$ cat src/rtl/hgn1d_pkg.sv
// shared types and constants for the 1d hashed gradient noise core
package hgn1d_pkg;

  localparam int NUM_STAGES = 7;
  localparam int POS_W      = 32;
  localparam int SEED_W     = 32;
  localparam int HASH_W     = 32;
  localparam int GRAD_W     = 24;
  localparam int NOISE_W    = 18;

  localparam int NOISE_MAX  = 131071;
  localparam int NOISE_MIN  = -131072;

  localparam logic [HASH_W-1:0] HASH_MUL_A = 32'h7feb352d;
  localparam logic [HASH_W-1:0] HASH_MUL_B = 32'h846ca68b;

  // one load enable per pipeline register stage
  typedef logic [NUM_STAGES-1:0] stage_en_t;

endpackage

$ cat src/rtl/hgn1d_blend.sv
// gradient dot products, fade blend, scaling and saturation
module hgn1d_blend
  import hgn1d_pkg::*;
#(
  parameter int FRAC_BITS = 16
)
(
  input  logic                      clk,
  input  stage_en_t                 en,
  input  logic [FRAC_BITS-1:0]      t_s2,
  input  logic signed [GRAD_W-1:0]  g0,
  input  logic signed [GRAD_W-1:0]  g1,
  input  logic [FRAC_BITS:0]        fade,
  output logic signed [NOISE_W-1:0] noise
);

  localparam int F   = FRAC_BITS;
  localparam int PW  = GRAD_W + F + 1;
  localparam int DW  = F + 2;
  localparam int MW  = 2 * F + 4;
  localparam int VW  = 2 * F + 6;
  localparam int SH  = 2 * F - 17;
  localparam int SHR = (SH > 0) ? SH : 0;
  localparam int SHL = (SH > 0) ? 0 : -SH;
  localparam logic signed [PW-1:0] RND_G  = PW'(1 << (GRAD_W - 2));
  localparam logic signed [VW-1:0] RND_V  = (SHR > 0) ? VW'(1 << (SHR - 1)) : '0;
  localparam logic [F:0]           ONE_F  = (F+1)'(1 << F);
  localparam logic signed [VW-1:0] SAT_HI = VW'(NOISE_MAX);
  localparam logic signed [VW-1:0] SAT_LO = VW'(NOISE_MIN);

  logic signed [PW-1:0]      gt0_s3;
  logic signed [PW-1:0]      gt1_s3;
  logic signed [DW-1:0]      d0_s4;
  logic signed [DW-1:0]      d1_s4;
  logic signed [MW-1:0]      pr0_s5;
  logic signed [MW-1:0]      pr1_s5;
  logic [F:0]                omf;
  logic signed [VW-1:0]      msum;
  logic signed [VW-1:0]      scaled;
  logic signed [NOISE_W-1:0] noise_next;

  always_comb begin
    omf    = ONE_F - fade;
    msum   = VW'(pr0_s5) + VW'(pr1_s5);
    scaled = ((msum + RND_V) >>> SHR) <<< SHL;
    if (scaled > SAT_HI) begin
      noise_next = NOISE_W'(NOISE_MAX);
    end else if (scaled < SAT_LO) begin
      noise_next = NOISE_W'(NOISE_MIN);
    end else begin
      noise_next = scaled[NOISE_W-1:0];
    end
  end

  always_ff @(posedge clk) begin
    if (en[3]) begin
      gt0_s3 <= PW'(g0) * PW'($signed({1'b0, t_s2}));
      // t - 1 as a negative fraction
      gt1_s3 <= PW'(g1) * PW'($signed({1'b1, t_s2}));
    end
    if (en[4]) begin
      d0_s4 <= DW'((gt0_s3 + RND_G) >>> (GRAD_W - 1));
      d1_s4 <= DW'((gt1_s3 + RND_G) >>> (GRAD_W - 1));
    end
    if (en[5]) begin
      pr0_s5 <= MW'(d0_s4) * MW'($signed({1'b0, omf}));
      pr1_s5 <= MW'(d1_s4) * MW'($signed({1'b0, fade}));
    end
    if (en[6]) begin
      noise <= noise_next;
    end
  end

endmodule
$ cat config.mk
export PLATFORM = sky130hd
export DESIGN_NAME = hgn1d_blend
export DESIGN_NICKNAME = d
export VERILOG_FILES = /design/src/rtl/hgn1d_pkg.sv /design/src/rtl/hgn1d_blend.sv
export SDC_FILE = /design/constraint.sdc
export NUM_CORES = 2
export LEC_CHECK = 0
export BUFFER_PORTS_ARGS = -buffer_cell sky130_fd_sc_hd__buf_4
export CAP_MARGIN = 20
export CORE_AREA = 2 2 313 315
export DETAILED_ROUTE_END_ITERATION = 16
export DIE_AREA = 0 0 315 317
export HOLD_SLACK_MARGIN = 0.03
export PLACE_DENSITY = 0.84
export SYNTH_ARGS = -nofsm -noshare
export SYNTH_HDL_FRONTEND = slang
export SYNTH_SLANG_ARGS = --single-unit
$ cat constraint.sdc
create_clock -name clk -period 10.93 [get_ports clk]
set_clock_uncertainty 0.15 [all_clocks]
set_input_delay 1.093 -clock clk [delete_from_list [all_inputs] [get_ports clk]]
set_output_delay 1.093 -clock clk [all_outputs]
set_load 0.02 [all_outputs]
==> out/results.ini <==
[status]
status=complete, no violations

[worst_setup_path]
worst_setup_path_start_kind=input port
path_common_cell=fa_1
worst_path_max_delay_cell=xor2_1
critPathMaxStageDelay_ns=0.89
path_max_fanout=22
end_kind=flip-flop
r2r.worst_path.cells=21
r2r_start=d0_s4[13]
worstPathRequired_ns=11.01
crit_type=in2reg
worst_ep_arrival_time_ns=9.19
worstReg2RegEnd=pr0_s5[34]
reg2reg_slack_ns=3.54

[sta]
final_hold_viol_count=0
slew_violations=0
relSlewSlack_pct=26.93
finalSetupTns_ns=0
fmax_ghz=0.1098
fin_ws_ns=1.824
period_needed_ns=9.106
setup_viol=0
post-route-period-util_pct=83.31
tightest_slew_ns=1.092
grt_setup_unrepaired=false

[clocking]
ctsHoldBuffers=0
htree_levels=4
cts_resized=0
cts_setup_buffers=0
clockRootBuffer=clkbuf_16
clock_sinks=164
clock_latency_ns=0.50
cts_tree=built
clockBufferDepth=2
numCtsBuffers=17
clk_pin_slew_worst_paths_ns=0.08

[route]
drtAntennaViolNets=0
vias=40470
wl_mm=135.0
drt_iter0_drc=2726
dr.pass1.iters=6
drc=0
wl_per_cell_um=18.52
viasPerCell=5.550

[placed_design]
dp_hpwl_mm=106.8
gp_congestion=0.9096
portBuffers=103
dp_slack_ns=1.302

[floorplanning]
core_area_um2=96280
start_util_pct=59.78
die_y_um=317
die_x_um=315
num_rows=114
ios=107
die_area_um2=99860

[synthesis]
ys_seq_area_share_pct=8.557
synth-async-reset-ratio_pct=0
yosysWarningCount=0
synth_seq_cells=164
syn_inst=6086
synth_area_um2=57560
synth.distinct_cells=75
synth_edf_count=164
syn_avg_cell_area_um2=9.457
ys.flop_type=edfxtp_1
synthesis.nets=8019

[hold_path]
hold_start=gt1_s3[40]
holdPathEnd=d1_s4[17]
holdPathStages=1
worstHoldPathType=reg2reg

[final_layout]
fill_cells=7388
multi_input_area_um2=45650
final_common_cell=inv_1
layout.nets=7935
final_cell_mix=1,635 x inv_1, 1,396 x fa_1, 887 x nand2_1, 547 x and2_1, 448 x ha_1
drive_gt1_share_pct=3.092
utilization_pct=62.12
seq_area_um2=4925
syn2layout_area_growth_pct=3.924

[global_route]
top_usage_layer=met2
antenna_found_initial=2
grt_util_met1_pct=35.92
grt_usage_pct=28.70
overflow=0
grt_start_max_net_pins=73
grt_pass1_vias=45971
grt_pass1_wl_mm=226.4
use_met2_pct=49.63
grtUsageMet3_pct=5.569

[flow_run]
drv_cap=0

[sequential cells by signal, indices dropped and copies added (netlist names)]
signal and count:
d0_s4 18, d1_s4 18, gt0_s3 19, gt1_s3 19, noise 18, pr0_s5 36, pr1_s5 36
[kinds of logic after synthesis]
logic type	after synthesis	synth area share, %
buffers and inverters	1857	12.13
adder cells (fa/ha/maj)	1844	58.30
AND/OR/NAND/NOR	1701	14.26
AO/OA/AOI/OAI	334	3.924
XOR/XNOR	186	2.830
flip-flops	164	8.557
[per-layer routing]
layer / up-vias / share of wire (%)
met5: - / 0.020
met4: 4 / 3.5
met3: 404 / 9.7
met2: 1952 / 50
met1: 20594 / 37
li1: 17516 / -
[stage by stage]
step                      cell area, um2  hold slack, ns  instances
after CTS                          59800          0.4187       7290
after global routing               59810          0.4287       7291
final                              59810          0.4140       7292
after detailed placement           59190          0.4004       7258
after global placement             59190          0.3810       7258
after floorplan                    57560          0.3769       6086
[layout make-up]
class | instances | area share (%)
Sequential cell | 164 | 8.233
Clock buffer | 18 | 0.7175
Timing Repair Buffer | 119 | 1.494
Tap cell | 1276 | 2.669
Antenna cell | 1 | 0.004184
Inverter | 1635 | 10.26
Multi-Input combinational cell | 4065 | 76.32
Clock inverter | 14 | 0.3033
[cells in the mapped netlist (all sizes together) (3+ instances only)]
library cell,number,area [um2]
a211o,5,43.79
a211oi,8,70.06
a21boi,5,37.54
a21o,53,397.9
a21oi,104,531.8
a221o,4,40.04
a221oi,4,41.29
a31oi,11,90.08
a41oi,5,70.08
and2,549,3438
and3,20,125.1
and4,10,87.58
buf,7,33.78
clkbuf,215,810.8
edfxtp,164,4925
fa,1396,27950
ha,448,5605
inv,1635,6137
nand2,887,3329
nand2b,15,93.84
nand3,33,165.2
nand3b,3,22.52
nand4,13,81.33
nand4b,3,26.28
nor2,86,325.3
nor2b,30,187.7
nor3,27,135.1
nor3b,3,22.52
nor4,7,43.79
nor4b,3,41.29
o2111ai,4,35.03
o211ai,5,42.54
o21a,16,120.1
o21ai,76,440.4
o21bai,9,67.56
o31ai,5,37.54
or3,6,37.54
xnor2,139,1217
xor2,47,411.6
[worst max path at each step]
stage	startpoint	endpoint	slack, ns	depth (start not counted)
2_1_floorplan	fade[1]	pr0_s5[32]	2.27	31
3_3_place_gp	fade[2]	pr0_s5[34]	1.57	28
3_5_place_dp	fade[2]	pr0_s5[34]	1.30	26
4_1_cts	fade[2]	pr0_s5[34]	1.83	26
5_1_grt	fade[2]	pr0_s5[34]	1.37	26
6_report	fade[2]	pr0_s5[34]	1.82	26
[critical path, delay by kind of cell]
kind	cells	cell delay, ns
AO/OA/AOI/OAI	5	1.52
AND/OR/NAND/NOR	7	1.50
adder cells (fa/ha/maj)	7	3.37
XOR/XNOR	2	0.99
buffers and inverters	5	0.66
Power is not shown: default switching activity piles up to over one toggle a cycle in this logic, so the estimate is an artifact.
