**config.mk**
```make
export PLATFORM = sky130hd
export DESIGN_NAME = hgn1d_fade
export DESIGN_NICKNAME = d
export VERILOG_FILES = /design/src/rtl/hgn1d_pkg.sv /design/src/rtl/hgn1d_fade.sv
export SDC_FILE = /design/constraint.sdc
export NUM_CORES = 2
export LEC_CHECK = 0
export BUFFER_PORTS_ARGS = -buffer_cell sky130_fd_sc_hd__buf_2
export CORE_MARGIN = 8
export CORE_UTILIZATION = 40
export DETAILED_ROUTE_END_ITERATION = 10
export GPL_TIMING_DRIVEN = 0
export PLACE_DENSITY = 0.6
export SLEW_MARGIN = 20
export SYNTH_ARGS = -nofsm -noshare
export SYNTH_HDL_FRONTEND = slang
export SYNTH_SLANG_ARGS = --single-unit
```
**constraint.sdc**
```tcl
create_clock -name clk -period 21.6 [get_ports clk]
set_clock_uncertainty 0.05 [all_clocks]
set_input_delay 4.32 -clock clk [delete_from_list [all_inputs] [get_ports clk]]
set_output_delay 4.32 -clock clk [all_outputs]
set_load 0.01 [all_outputs]
```
**src/rtl/hgn1d_pkg.sv**
```systemverilog
// shared types and constants for the 1d hashed gradient noise core
package hgn1d_pkg;

  localparam int NUM_STAGES = 7;
  localparam int POS_W      = 32;
  localparam int SEED_W     = 32;
  localparam int HASH_W     = 32;
  localparam int GRAD_W     = 24;
  localparam int NOISE_W    = 18;

  localparam int NOISE_MAX  = 131071;
  localparam int NOISE_MIN  = -131072;

  localparam logic [HASH_W-1:0] HASH_MUL_A = 32'h7feb352d;
  localparam logic [HASH_W-1:0] HASH_MUL_B = 32'h846ca68b;

  // one load enable per pipeline register stage
  typedef logic [NUM_STAGES-1:0] stage_en_t;

endpackage

```
**src/rtl/hgn1d_fade.sv**
```systemverilog
// five-stage quintic fade curve of the cell fraction
module hgn1d_fade
  import hgn1d_pkg::*;
#(
  parameter int FRAC_BITS = 16
)
(
  input  logic                 clk,
  input  stage_en_t            en,
  input  logic [FRAC_BITS-1:0] t_in,
  output logic [FRAC_BITS-1:0] t_s2,
  output logic [FRAC_BITS:0]   fade
);

  localparam int F = FRAC_BITS;
  localparam logic [F+3:0] U_BASE = (F+4)'(15 * (1 << F));
  localparam logic [F+3:0] B_BASE = (F+4)'(10 * (1 << F));
  localparam logic [F+3:0] ONE_W  = (F+4)'(1 << F);

  logic [F-1:0]   t_s0;
  logic [F-1:0]   t_s1;
  logic [2*F-1:0] tt_s0;
  logic [F+3:0]   u_s0;
  logic [F-1:0]   t2_s1;
  logic [2*F+3:0] tu_s1;
  logic [F+3:0]   b_s2;
  logic [2*F-1:0] t3p_s2;
  logic [2*F+3:0] fp_s3;
  logic [F+3:0]   u_next;
  logic [F+3:0]   b_next;
  logic [F+3:0]   fq;
  logic [F:0]     fade_next;

  always_comb begin
    u_next = U_BASE - ((F+4)'(t_in) * (F+4)'(6));
    b_next = B_BASE - tu_s1[2*F+3:F];
    fq     = fp_s3[2*F+3:F];
    // truncated curve can overshoot one
    if (fq > ONE_W) begin
      fade_next = ONE_W[F:0];
    end else begin
      fade_next = fq[F:0];
    end
  end

  always_ff @(posedge clk) begin
    if (en[0]) begin
      t_s0  <= t_in;
      tt_s0 <= (2*F)'(t_in) * (2*F)'(t_in);
      u_s0  <= u_next;
    end
    if (en[1]) begin
      t_s1  <= t_s0;
      t2_s1 <= tt_s0[2*F-1:F];
      tu_s1 <= (2*F+4)'(t_s0) * (2*F+4)'(u_s0);
    end
    if (en[2]) begin
      t_s2   <= t_s1;
      b_s2   <= b_next;
      t3p_s2 <= (2*F)'(t2_s1) * (2*F)'(t_s1);
    end
    if (en[3]) begin
      fp_s3 <= (2*F+4)'(t3p_s2[2*F-1:F]) * (2*F+4)'(b_s2);
    end
    if (en[4]) begin
      fade <= fade_next;
    end
  end

endmodule

```
==> flow_summary.ini <==
[die]
ios = 57
chipHeight_um = 337
rows = 117
die_x_um = 337
die_area_um2 = 113000
core-area_um2 = 102000
start_util_pct = 40.4

[synthesis]
netlist.area_leader.share_pct = 41.0
yosysWarnings = 0
synth.distinct_cells = 70
synth_most_common_cell = inv_1
synth.area.top_cells = fa_1 41%, edfxtp_1 14%, ha_1 13%
synth-seq-cells = 191
synth_commonest_cells = 975 x inv_1, 841 x fa_1, 578 x nand2_1
yosysTopAreaCell = fa_1
synth_edf_count = 191
post_synth.cell_area_avg_um2 = 9.76
netlist_instances = 4211
syn-num-nets = 5508
synthArstFlopShare_pct = 0
syn_area_um2 = 41100
ys_seq_area_share_pct = 14.0
synth-main-ff-cell = edfxtp_1

[clocking]
postCtsResizedCells = 0
cts_root_buffer = clkbuf_16
cts_sinks = 191
clockBufferDepth = 2
cts_tree = done
cts_buffers = 17
htree_levels = 4
post_cts_buffers = 0
insertion_delay_ns = 0.50
holdBufCountCts = 0
clk_pin_slew_ns = 0.07

[hold_path]
holdPathEnd = t2_s1[11]
min_path_type = reg -> reg
hold_start = tt_s0[27]
worstHoldPathCells = 0

[worst_setup_path]
crit_arrival_ns = 11.27
path_max_fanout = 10
cp-start-kind = input pin
r2r_slack_ns = 13.75
worstReg2RegEnd = tu_s1[33]
r2r_start = t_s0[10]
crit_path_cell_trace = buf_2 > clkbuf_1 > inv_1 > nor2_1 > inv_1 > fa_1 > fa_1 > inv_1 > fa_1 > fa_1 > fa_1 > inv_1 > fa_1 > inv_1 > ha_1 > a21oi_1 > a211oi_1 > nor3_1 > nand2_1 > o21ai_0 > a211oi_1 > or3_1 > a21o_1 > xor2_1
reg2reg_depth = 22
endpoint_kind = flop
critPathRequiredTime_ns = 21.78
cp.depth = 24
cp_slowest_cell = fa_1
cpPeakStageDelay_ns = 0.54
path_buf_inv = 7
worstSetupPathType = in -> reg
cp_common_cell = fa_1
cp_top_family = adder cells

[timing]
slew_headroom_pct = 38.4
fin_crit_ns = 11.08
fin_setup_tns_ns = 0
fin_crit_sh_pct = 51.3
rsz0062_at_grt = no
fmax_mhz = 90.2
slew_violations = 0
worstMarginPinSlew_ns = 0.916
finalSetupViolations = 0
hold_violations = 0

[final_layout]
multiInputGateArea_um2 = 31100
drive_gt1_share_pct = 2.72
area_growth_pct = 6.29
area.sequential_um2 = 5740
num-fill-cells = 10000
nets = 5582

[place]
place_hpwl_um = 84700
gp_congestion = 0.908
port_buffers = 54

[global_routing]
grt_pass1_vias = 30200
antenna_found_initial = 2
grt_overflow = 0
grt_pass1_wl_um = 166000
track_usage_pct = 18.7
grt_max_degree = 53

[drt]
ant_nets = 0
route.detailed.drc = 0
wl_per_cell_um = 18.0
drt_iter0_markers = 1503
totalWireLength_um = 102000
viasPerCell = 4.91
dr.pass1.iters = 5
vias = 27800

[outcome]
outcome = finished, final reports clean

[flow_run]
maxCapViolCount = 0
==> cells in the final DEF (no fill, tap or decap), drive strengths merged, types with 13 or more instances in the layout <==
cell | Yosys | routed
a21o | 39 | 39
nor3 | 23 | 23
and2 | 444 | 444
fa | 841 | 841
xnor2 | 76 | 76
nand2 | 578 | 578
ha | 432 | 432
o21a | 13 | 13
clkbuf | 148 | 166
edfxtp | 191 | 191
nor2 | 86 | 86
buf | 4 | 58
nand3 | 23 | 23
a21oi | 73 | 73
inv | 975 | 980
nand4 | 16 | 16
o21ai | 51 | 51
xor2 | 47 | 47
==> state kept, by name, summed over array words and instances (netlist names) <==
name    flops
b_s2       20
fp_s3      20
tu_s1      20
u_s0       18
fade       17
t2_s1      16
t3p_s2     16
t_s0       16
t_s1       16
t_s2       16
tt_s0      16
==> layout make-up <==
| cell class | count | share of cell area, % |
|---|---|---|
| flip-flops and latches | 191 | 13.1 |
| diodes | 2 | 0.0115 |
| clock inverters | 13 | 0.349 |
| plain buffers | 152 | 1.31 |
| inverters | 976 | 8.38 |
| clock buffers | 18 | 0.982 |
| multi-input cells | 2892 | 71.3 |
| repair buffers | 55 | 0.659 |
| well taps | 1368 | 3.92 |
==> worst register-to-register path, cell delays in order (launching register included) <==
cell,delay (ns)
edfxtp_1,0.43
clkbuf_1,0.63
clkbuf_1,0.54
nand2_1,0.16
fa_1,0.56
inv_1,0.06
fa_1,0.56
fa_1,0.46
fa_1,0.47
fa_1,0.50
inv_1,0.05
fa_1,0.52
inv_1,0.06
ha_1,0.35
a211oi_1,0.31
nor2_1,0.11
nor4_2,0.35
nand4_1,0.21
a31oi_1,0.37
o21bai_1,0.18
a221o_1,0.37
a31oi_1,0.21
xnor2_1,0.08
==> per-layer routing <==
metal / vias to the layer above / track usage, % / part of all wire [%] / routed length [um]
met3: 130 / 2.62 / 5.8 / 5870
met1: 14100 / 25.4 / 44 / 45300
met2: 744 / 31.5 / 47 / 48300
met4: 0 / 4.59 / 2.3 / 2290
met5: - / 0 / 0 / 0
li1: 12800 / - / - / -
==> metrics by stage <==
stage | hold slack (ns) | instances | utilization, % | area (um2) | worst slack, ns
after floorplan | 0.350 | 4211 | - | 41100 | 11.50
after global placement | 0.353 | 5633 | 42.3 | 43100 | 10.10
after detailed placement | 0.355 | 5634 | 42.3 | 43100 | 10.06
after CTS | 0.372 | 5665 | 42.9 | 43700 | 10.58
after global routing | 0.374 | 5665 | 42.9 | 43700 | 10.18
final | 0.369 | 5667 | 42.9 | 43700 | 10.52
==> cells by family (layout without fill, tap and decap cells) <==
kind of cell | after synthesis | in the layout | synth area share (%)
mux | 2 | 2 | 0.0517
xor+xnor | 123 | 123 | 2.62
fa+ha+maj | 1273 | 1273 | 54.1
buf+inv | 1128 | 1214 | 10.3
simple gates | 1240 | 1240 | 14.9
other cells | 0 | 2 | 0
compound gates | 254 | 254 | 4.04
flops | 191 | 191 | 14.0
==> how the worst max path moves through the flow <==
stage	from	end
2_1_floorplan	t_in[13]	tt_s0[30]
3_3_place_gp	t_in[15]	tt_s0[30]
3_5_place_dp	t_in[15]	tt_s0[30]
4_1_cts	t_in[15]	tt_s0[30]
5_1_grt	t_in[15]	tt_s0[30]
6_report	t_in[15]	tt_s0[30]
Power is left out: the tool's default activity adds up to more than one toggle a clock period on the data nets, which glitch-free logic cannot reach.
