### config.mk
export PLATFORM = sky130hd
export DESIGN_NAME = hgn1d_hash
export DESIGN_NICKNAME = d
export VERILOG_FILES = /design/src/rtl/hgn1d_pkg.sv /design/src/rtl/hgn1d_hash.sv
export SDC_FILE = /design/constraint.sdc
export NUM_CORES = 1
export LEC_CHECK = 0
export BUFFER_PORTS_ARGS = -buffer_cell sky130_fd_sc_hd__buf_2
export CORE_MARGIN = 3
export CORE_UTILIZATION = 60
export CTS_CLUSTER_SIZE = 28
export DETAILED_ROUTE_END_ITERATION = 16
export PLACE_DENSITY = 0.82
export SYNTH_ARGS = -nofsm -noshare
export SYNTH_HDL_FRONTEND = slang
export SYNTH_SLANG_ARGS = --single-unit
### constraint.sdc
create_clock -name clk -period 11.7 [get_ports clk]
set_clock_uncertainty 0.2 [all_clocks]
set_input_delay 1.755 -clock clk [delete_from_list [all_inputs] [get_ports clk]]
set_output_delay 1.755 -clock clk [all_outputs]
set_load 0.05 [all_outputs]
### src/rtl/hgn1d_pkg.sv
// shared types and constants for the 1d hashed gradient noise core
package hgn1d_pkg;

  localparam int NUM_STAGES = 7;
  localparam int POS_W      = 32;
  localparam int SEED_W     = 32;
  localparam int HASH_W     = 32;
  localparam int GRAD_W     = 24;
  localparam int NOISE_W    = 18;

  localparam int NOISE_MAX  = 131071;
  localparam int NOISE_MIN  = -131072;

  localparam logic [HASH_W-1:0] HASH_MUL_A = 32'h7feb352d;
  localparam logic [HASH_W-1:0] HASH_MUL_B = 32'h846ca68b;

  // one load enable per pipeline register stage
  typedef logic [NUM_STAGES-1:0] stage_en_t;

endpackage

### src/rtl/hgn1d_hash.sv
// three-stage xor-shift-multiply lattice hash giving a signed gradient
module hgn1d_hash
  import hgn1d_pkg::*;
(
  input  logic                     clk,
  input  stage_en_t                en,
  input  logic [HASH_W-1:0]        corner,
  input  logic [SEED_W-1:0]        seed,
  output logic signed [GRAD_W-1:0] grad
);

  logic [HASH_W-1:0] mix_s0;
  logic [HASH_W-1:0] prod_s1;
  logic [HASH_W-1:0] prod_s2;
  logic [HASH_W-1:0] x_next;
  logic [HASH_W-1:0] y_next;
  logic [HASH_W-1:0] z_fin;

  always_comb begin
    x_next = corner ^ seed;
    x_next = x_next ^ (x_next >> 16);
    y_next = prod_s1 ^ (prod_s1 >> 15);
    z_fin  = prod_s2 ^ (prod_s2 >> 16);
  end

  always_ff @(posedge clk) begin
    if (en[0]) begin
      mix_s0 <= x_next;
    end
    if (en[1]) begin
      prod_s1 <= mix_s0 * HASH_MUL_A;
    end
    if (en[2]) begin
      prod_s2 <= y_next * HASH_MUL_B;
    end
  end

  // low 24 bits minus half range: flip the top bit
  assign grad = $signed({~z_fin[GRAD_W-1], z_fin[GRAD_W-2:0]});

endmodule

==> results.md, run 1 <==
* Post-Syn Area per Cell at approximately 11 sq um
* Most frequent cells in the layout: inv_1, ha_1, fa_1
* #FFs+latches synth at between 90 and 100
* Prevailing post-synth register cell: edfxtp_1
* Maximum number of pins on one net before global-route repair at 33
* Fin crit period at approximately 7600 ps
* Vias in the first global route at 15,000
* All-Layer GR Usage at 0.284
* Mapped Cells at 1,923
* Slew Limit Fails at 0
* Critical path data required time at around 12,000 ps
* Dpl hpwl at approximately 43,000 um
* # clock sinks at 96
* Antenna Violating Nets Remaining at 0
* Hold WC Path Type: reg2reg
* CP Capture Type: register
* Most common cell after layout, fill and taps aside: inv_1
* CP arrival at 7490 ps
* Gp weighted congestion at ~1.0
* DRT Pass-1 Iters at 5
* # resized after CTS at 0
* RSZ-0062 raised after global routing: false
* Crit path largest cell delay at about 870 ps
* Filler Cells Inserted at around 2,700
* DRC errors left at 0
* Layout Nets at 2,829
* H-tree depth at 3
* First-pass GRT wire length at approximately 78,000 um
* Cell mode on critical path: fa_1
* Clk slew on worst S/H paths at 70 ps
* Fraction of layout cells with a size suffix above 1 at 0.0695
* Mapped Nets at around 2,700
* Synthesized area at 20,600 sq um
* Max Cap Viol at 0
* Via count at 13,200
* Row count at 67
* Status: finished, final reports clean
* Setup crit start kind: register
* CTS root buffer: clkbuf_16
* Worst slew margin at 0.280
* # diodes at 0
* Number of synthesized flops with an enable pin at 96
* Crit-path cells: xor2_1 > ha_1 > ha_1 > fa_1 > inv_1 > fa_1 > inv_1 > fa_1 > fa_1 > fa_1 > fa_1 > ha_1 > a21oi_1 > o211a_1 > a32oi_1 > a221oi_2 > o21ai_1 > o41ai_2 > xnor2_1
* Setup_tns at 0 ps
* Worst-margin pin slew at 1080 ps
* Area grow syn2layout at 6.43%
* Crit path kind: reg2reg
* Final setup vio count at 0
* Routed wire length per instance at 19.6 um
* Slowest-stage cell, CP: xor2_1
* Hold-fix buffers, CTS at 0
* Highest Clock Rate at roughly 130 MHz
* Kind of cell adding the most delay to the critical path: adder cells
* Clk_lat worst skew at 390 ps
* Ys async rst share at 0
* TritonCTS clock tree: built
* Number of vias per cell at between 5 and 6
* Die Wd at approximately 190 um
* Core box area at roughly 34,000 sq um
* Ys Warns at 0
* Initial antenna violation count at 0
* Die ar. at ~37,000 sq um
* Port Buffers at 91
* Maximum clock insertion buffer count at 2
* Gr ovfl total at 0
* Io pins at 96
* Final Cycle Share at 0.646
* Die Y at approximately 190 um
* Worst path buffer plus inverter count at 2
* Worst-path maximum fanout at 9
* Final WL at approximately 48,000 um
* Seq/Total Area, Yosys at 0.140
* Final hold viol count at 0
* Distinct cell type count after synthesis at 60
* CTS buffer count at 9
* Post-CTS setup buffers at 0
* Initial Util at 0.612
* First-iteration detailed-routing DRC count at ~450
==> cell families after synthesis <==
group                    Yosys count  synth area share
AO/OA/AOI/OAI                    142            0.0489
XOR/XNOR                         225            0.0962
adder cells (fa/ha/maj)          734             0.575
buffers and inverters            612             0.113
flip-flops                        96             0.140
AND/OR/NAND/NOR                  114            0.0269
==> final cells by class <==
class / count / area [sq um] / area share
clock buffer: 9 / 225 / 0.0103
multi-input combinational: 1215 / 15400 / 0.702
timing repair buffer: 98 / 508 / 0.0231
clock inverter: 7 / 93.8 / 0.00427
sequential: 96 / 2880 / 0.131
inverter: 603 / 2260 / 0.103
tap: 448 / 561 / 0.0255
==> through the flow <==
stage / worst slack, ps / hold slack (ps) / cells / instance area, sq um / util
after detailed placement: 4220 / 610 / 2460 / 21600 / 0.642
after floorplan: 4940 / 541 / 1923 / 20600 / -
final: 4140 / 627 / 2476 / 22000 / 0.652
after CTS: 4200 / 619 / 2476 / 22000 / 0.652
after global routing: 3810 / 646 / 2476 / 22000 / 0.652
after global placement: 4310 / 608 / 2460 / 21600 / 0.642
==> state kept, by name (all words and copies together), names as in the netlist <==
signal / count
mix_s0: 32
prod_s2: 32
prod_s1: 32
==> per-layer routing <==
metal | track usage | part of all wire | vias up
met5 | 0 | 0 | -
met4 | 0.172 | 0.074 | 0
met3 | 0.0460 | 0.047 | 162
met2 | 0.522 | 0.52 | 395
met1 | 0.305 | 0.36 | 6509
li1 | - | - | 6096
==> cell usage after synthesis (all sizes together), types with 2 or more instances <==
cell    instances  area [sq um]
nor4            3          25.0
inv           602          2260
and2            5          31.3
o41ai           3          41.3
a221oi          2          30.0
o31ai           4          30.0
and3           10          65.1
ha            376          4700
a32oi           2          17.5
a31oi           2          12.5
o21bai         10          75.1
a311oi          4          47.6
a21oi          46           249
o211ai          6          45.0
o21ai          21           109
nor2           38           145
nor3           10          60.1
a21o           23           175
nand4           3          18.8
xor2           72           631
o21a            4          30.0
xnor2         153          1360
a211o           3          27.5
nand3          11          55.1
nand2b          2          12.5
buf             8          57.6
fa            358          7170
nand2          24          90.1
edfxtp         96          2880
a211oi          4          30.0
nor2b           4          25.0
==> tightest hold or removal path, cell delays in order (launching register included) <==
cell,delay [ps]
edfxtp_1,340
xor2_1,60
buf_4,220
==> final timing paths <==
kind                     from           to  slack [ps]  cells after the start
setup reg to reg  prod_s1[26]  prod_s2[30]        4140                     19
setup / recovery  prod_s1[26]  prod_s2[30]        4140                     19
hold / removal     prod_s1[0]   prod_s2[0]         630                      2
hold reg to reg    prod_s1[0]   prod_s2[0]         630                      2
Power of run 1 is not shown: default switching activity piles up to over one toggle a cycle in this logic, so the estimate is an artifact.
==> run 2, diff against run 1 <==
--- a/config.mk
+++ b/config.mk
@@ -7,10 +7,10 @@
 export LEC_CHECK = 0
 export BUFFER_PORTS_ARGS = -buffer_cell sky130_fd_sc_hd__buf_2
 export CORE_MARGIN = 3
-export CORE_UTILIZATION = 60
+export CORE_UTILIZATION = 59
 export CTS_CLUSTER_SIZE = 28
 export DETAILED_ROUTE_END_ITERATION = 16
-export PLACE_DENSITY = 0.82
+export PLACE_DENSITY = 0.84
 export SYNTH_ARGS = -nofsm -noshare
 export SYNTH_HDL_FRONTEND = slang
 export SYNTH_SLANG_ARGS = --single-unit
==> constraint.sdc (replaced) <==
create_clock -name clk -period 6.64 [get_ports clk]
set_clock_uncertainty 0.2 [all_clocks]
set_input_delay 0.996 -clock clk [delete_from_list [all_inputs] [get_ports clk]]
set_output_delay 0.996 -clock clk [all_outputs]
set_load 0.05 [all_outputs]
==> results.md, run 2 (same netlist as run 1, synthesis figures left out) <==
* Status: finished, final reports clean
* Multi-input logic area at 15,900 sq um (+2.9%)
* Register Area at 2880 sq um (unchanged)
* Most frequent cells in the layout: inv_1, ha_1, fa_1
* Maximum clock insertion buffer count at 2 (unchanged)
* Most common cell after layout, fill and taps aside: inv_1
* CTS buffer count at 9 (unchanged)
* Biggest regs: mix_s0: 32 flops, prod_s1: 32 flops, prod_s2: 32 flops
* Clk slew on worst S/H paths at 80 ps (about the same)
* Placement-stage cell area at 22,700 sq um (+5.1%)
* Cells on Worst Hold Path at 2 (unchanged)
* Fin crit period at 6560 ps (-995 ps)
* Die Wd at 193 um (+0.82%)
* Via count at 14,100 (+7.2%)
* Die Y at 193 um (+0.82%)
* Area grow syn2layout at 15.7%
* Layout Nets at 3,020 (+6.8%)
* First-iteration detailed-routing DRC count at 699 (+54%)
* First-pass GRT wire length at 82,200 um (+6.0%)
* # diodes at 0 (unchanged)
* Fraction of layout cells with a size suffix above 1 at 0.182 (+0.113)
* DRT Pass-1 Iters at 4 (-1)
* DRC errors left at 0 (unchanged)
* Filler Cells Inserted at 2,370 (-11%)
* Worst slew margin at 0.528 (+0.248)
* Cell mode on critical path: fa_1
* Clk_lat worst skew at 380 ps (about the same)
* Routed wire length per instance at 19.9 um (+1.8%)
* Slew Limit Fails at 0 (unchanged)
* CP Capture Type: register
* Port Buffers at 91 (unchanged)
* Hold-fix buffers, CTS at 0 (unchanged)
* Core box area at 34,000 sq um (+0.99%)
* Placed cells at 2,602 (+5.8%)
* Number of vias per cell at 5.29 (-0.46%)
* Crit path kind: reg2reg
* Highest Clock Rate at 152 MHz (+15%)
* Initial Util at 0.606 (-0.00603)
* Critical path data required time at 6570 ps (-5060 ps)
* Maximum number of pins on one net before global-route repair at 33 (unchanged)
* Worst-path maximum fanout at 3 (-6)
* Setup_tns at 0 ps (unchanged)
* Final hold viol count at 0 (unchanged)
* Dpl hpwl at 46,000 um (+7.6%)
* Vias in the first global route at 15,800 (+5.8%)
* Setup crit start kind: register
* Worst-margin pin slew at 708 ps (-368 ps)
* H-tree depth at 3 (unchanged)
* Antenna Violating Nets Remaining at 0 (unchanged)
* Io pins at 96 (unchanged)
* Slowest-stage cell, CP: fa_1
* Final Instance Count excl. Fillers at 2,666 (+7.7%)
* Final setup vio count at 0 (unchanged)
* Hold WC Path Type: reg2reg
* Crit path largest cell delay at 540 ps (-330 ps)
* Final WL at 53,100 um (+9.6%)
* WHS at 585 ps (-41.8 ps)
* CTS root buffer: clkbuf_16
* Fin area at 23,900 sq um (+8.7%)
* CP arrival at 6490 ps (-1000 ps)
* TritonCTS clock tree: built
* Final Cycle Share at 0.989 (+0.342)
* # clock sinks at 96 (unchanged)
* Row count at 67 (unchanged)
* Gr ovfl total at 0 (unchanged)
* Gp weighted congestion at 1.04 (+3.1%)
* Die ar. at 37,200 sq um (+1.6%)
* Max Cap Viol at 0 (unchanged)
* RSZ-0062 raised after global routing: true
* All-Layer GR Usage at 0.294 (+0.00995)
* Initial antenna violation count at 0 (unchanged)
* Crit-path cells: buf_6 > ha_4 > fa_1 > inv_2 > fa_1 > fa_1 > fa_1 > inv_1 > fa_1 > fa_1 > inv_1 > fa_1 > inv_2 > ha_4 > a21oi_2 > nor2_1 > or4_4 > a2111oi_4 > nor2_2 > a311oi_2 > xnor2_1
* Worst r2r path cells at 21 (+2)
## run 2: path summary, 6_finish.rpt
path	slack, ps	from	endpoint
setup / recovery	80	mix_s0[11]	prod_s1[31]
hold / removal	580	mix_s0[1]	prod_s1[1]
setup reg to reg	80	mix_s0[11]	prod_s1[31]
hold reg to reg	580	mix_s0[1]	prod_s1[1]
## run 2: through the flow
step	setup slack [ps]	util
after floorplan	47.4	-
after global placement	-113	0.668
after detailed placement	-224	0.668
after CTS	-36.6	0.683
after global routing	-135	0.701
final	76.2	0.701
## run 2: worst max-delay path: cells and delay by family (launching register included)
kind	cells	cell delay [ps]
adder cells (fa/ha/maj)	9	3910
AO/OA/AOI/OAI	3	740
AND/OR/NAND/NOR	3	570
flip-flops	1	470
buffers and inverters	5	350
XOR/XNOR	1	90
## run 2: area by class of cell
class,instances,area share
multi-input combinational,1215,0.665
clock inverter,6,0.00288
inverter,603,0.0950
sequential,96,0.121
tap,448,0.0235
timing repair buffer,289,0.0838
clock buffer,9,0.00943
## run 2: timing repair
item | CTS | global route
hold endpoints to repair | 0 | 0
resized for setup | 26 | 67
setup endpoints to repair | 10 | 14
pin swaps | 31 | 68
buffers inserted | 6 | 43
## run 2: routing by layer
metal / track usage / vias up / share of wire
met2: 0.554 / 494 / 0.52
met1: 0.319 / 6952 / 0.36
met5: 0 / - / 0
met4: 0.159 / 0 / 0.071
met3: 0.0396 / 184 / 0.047
li1: - / 6477 / -
Power of run 2 is left out for the same reason.
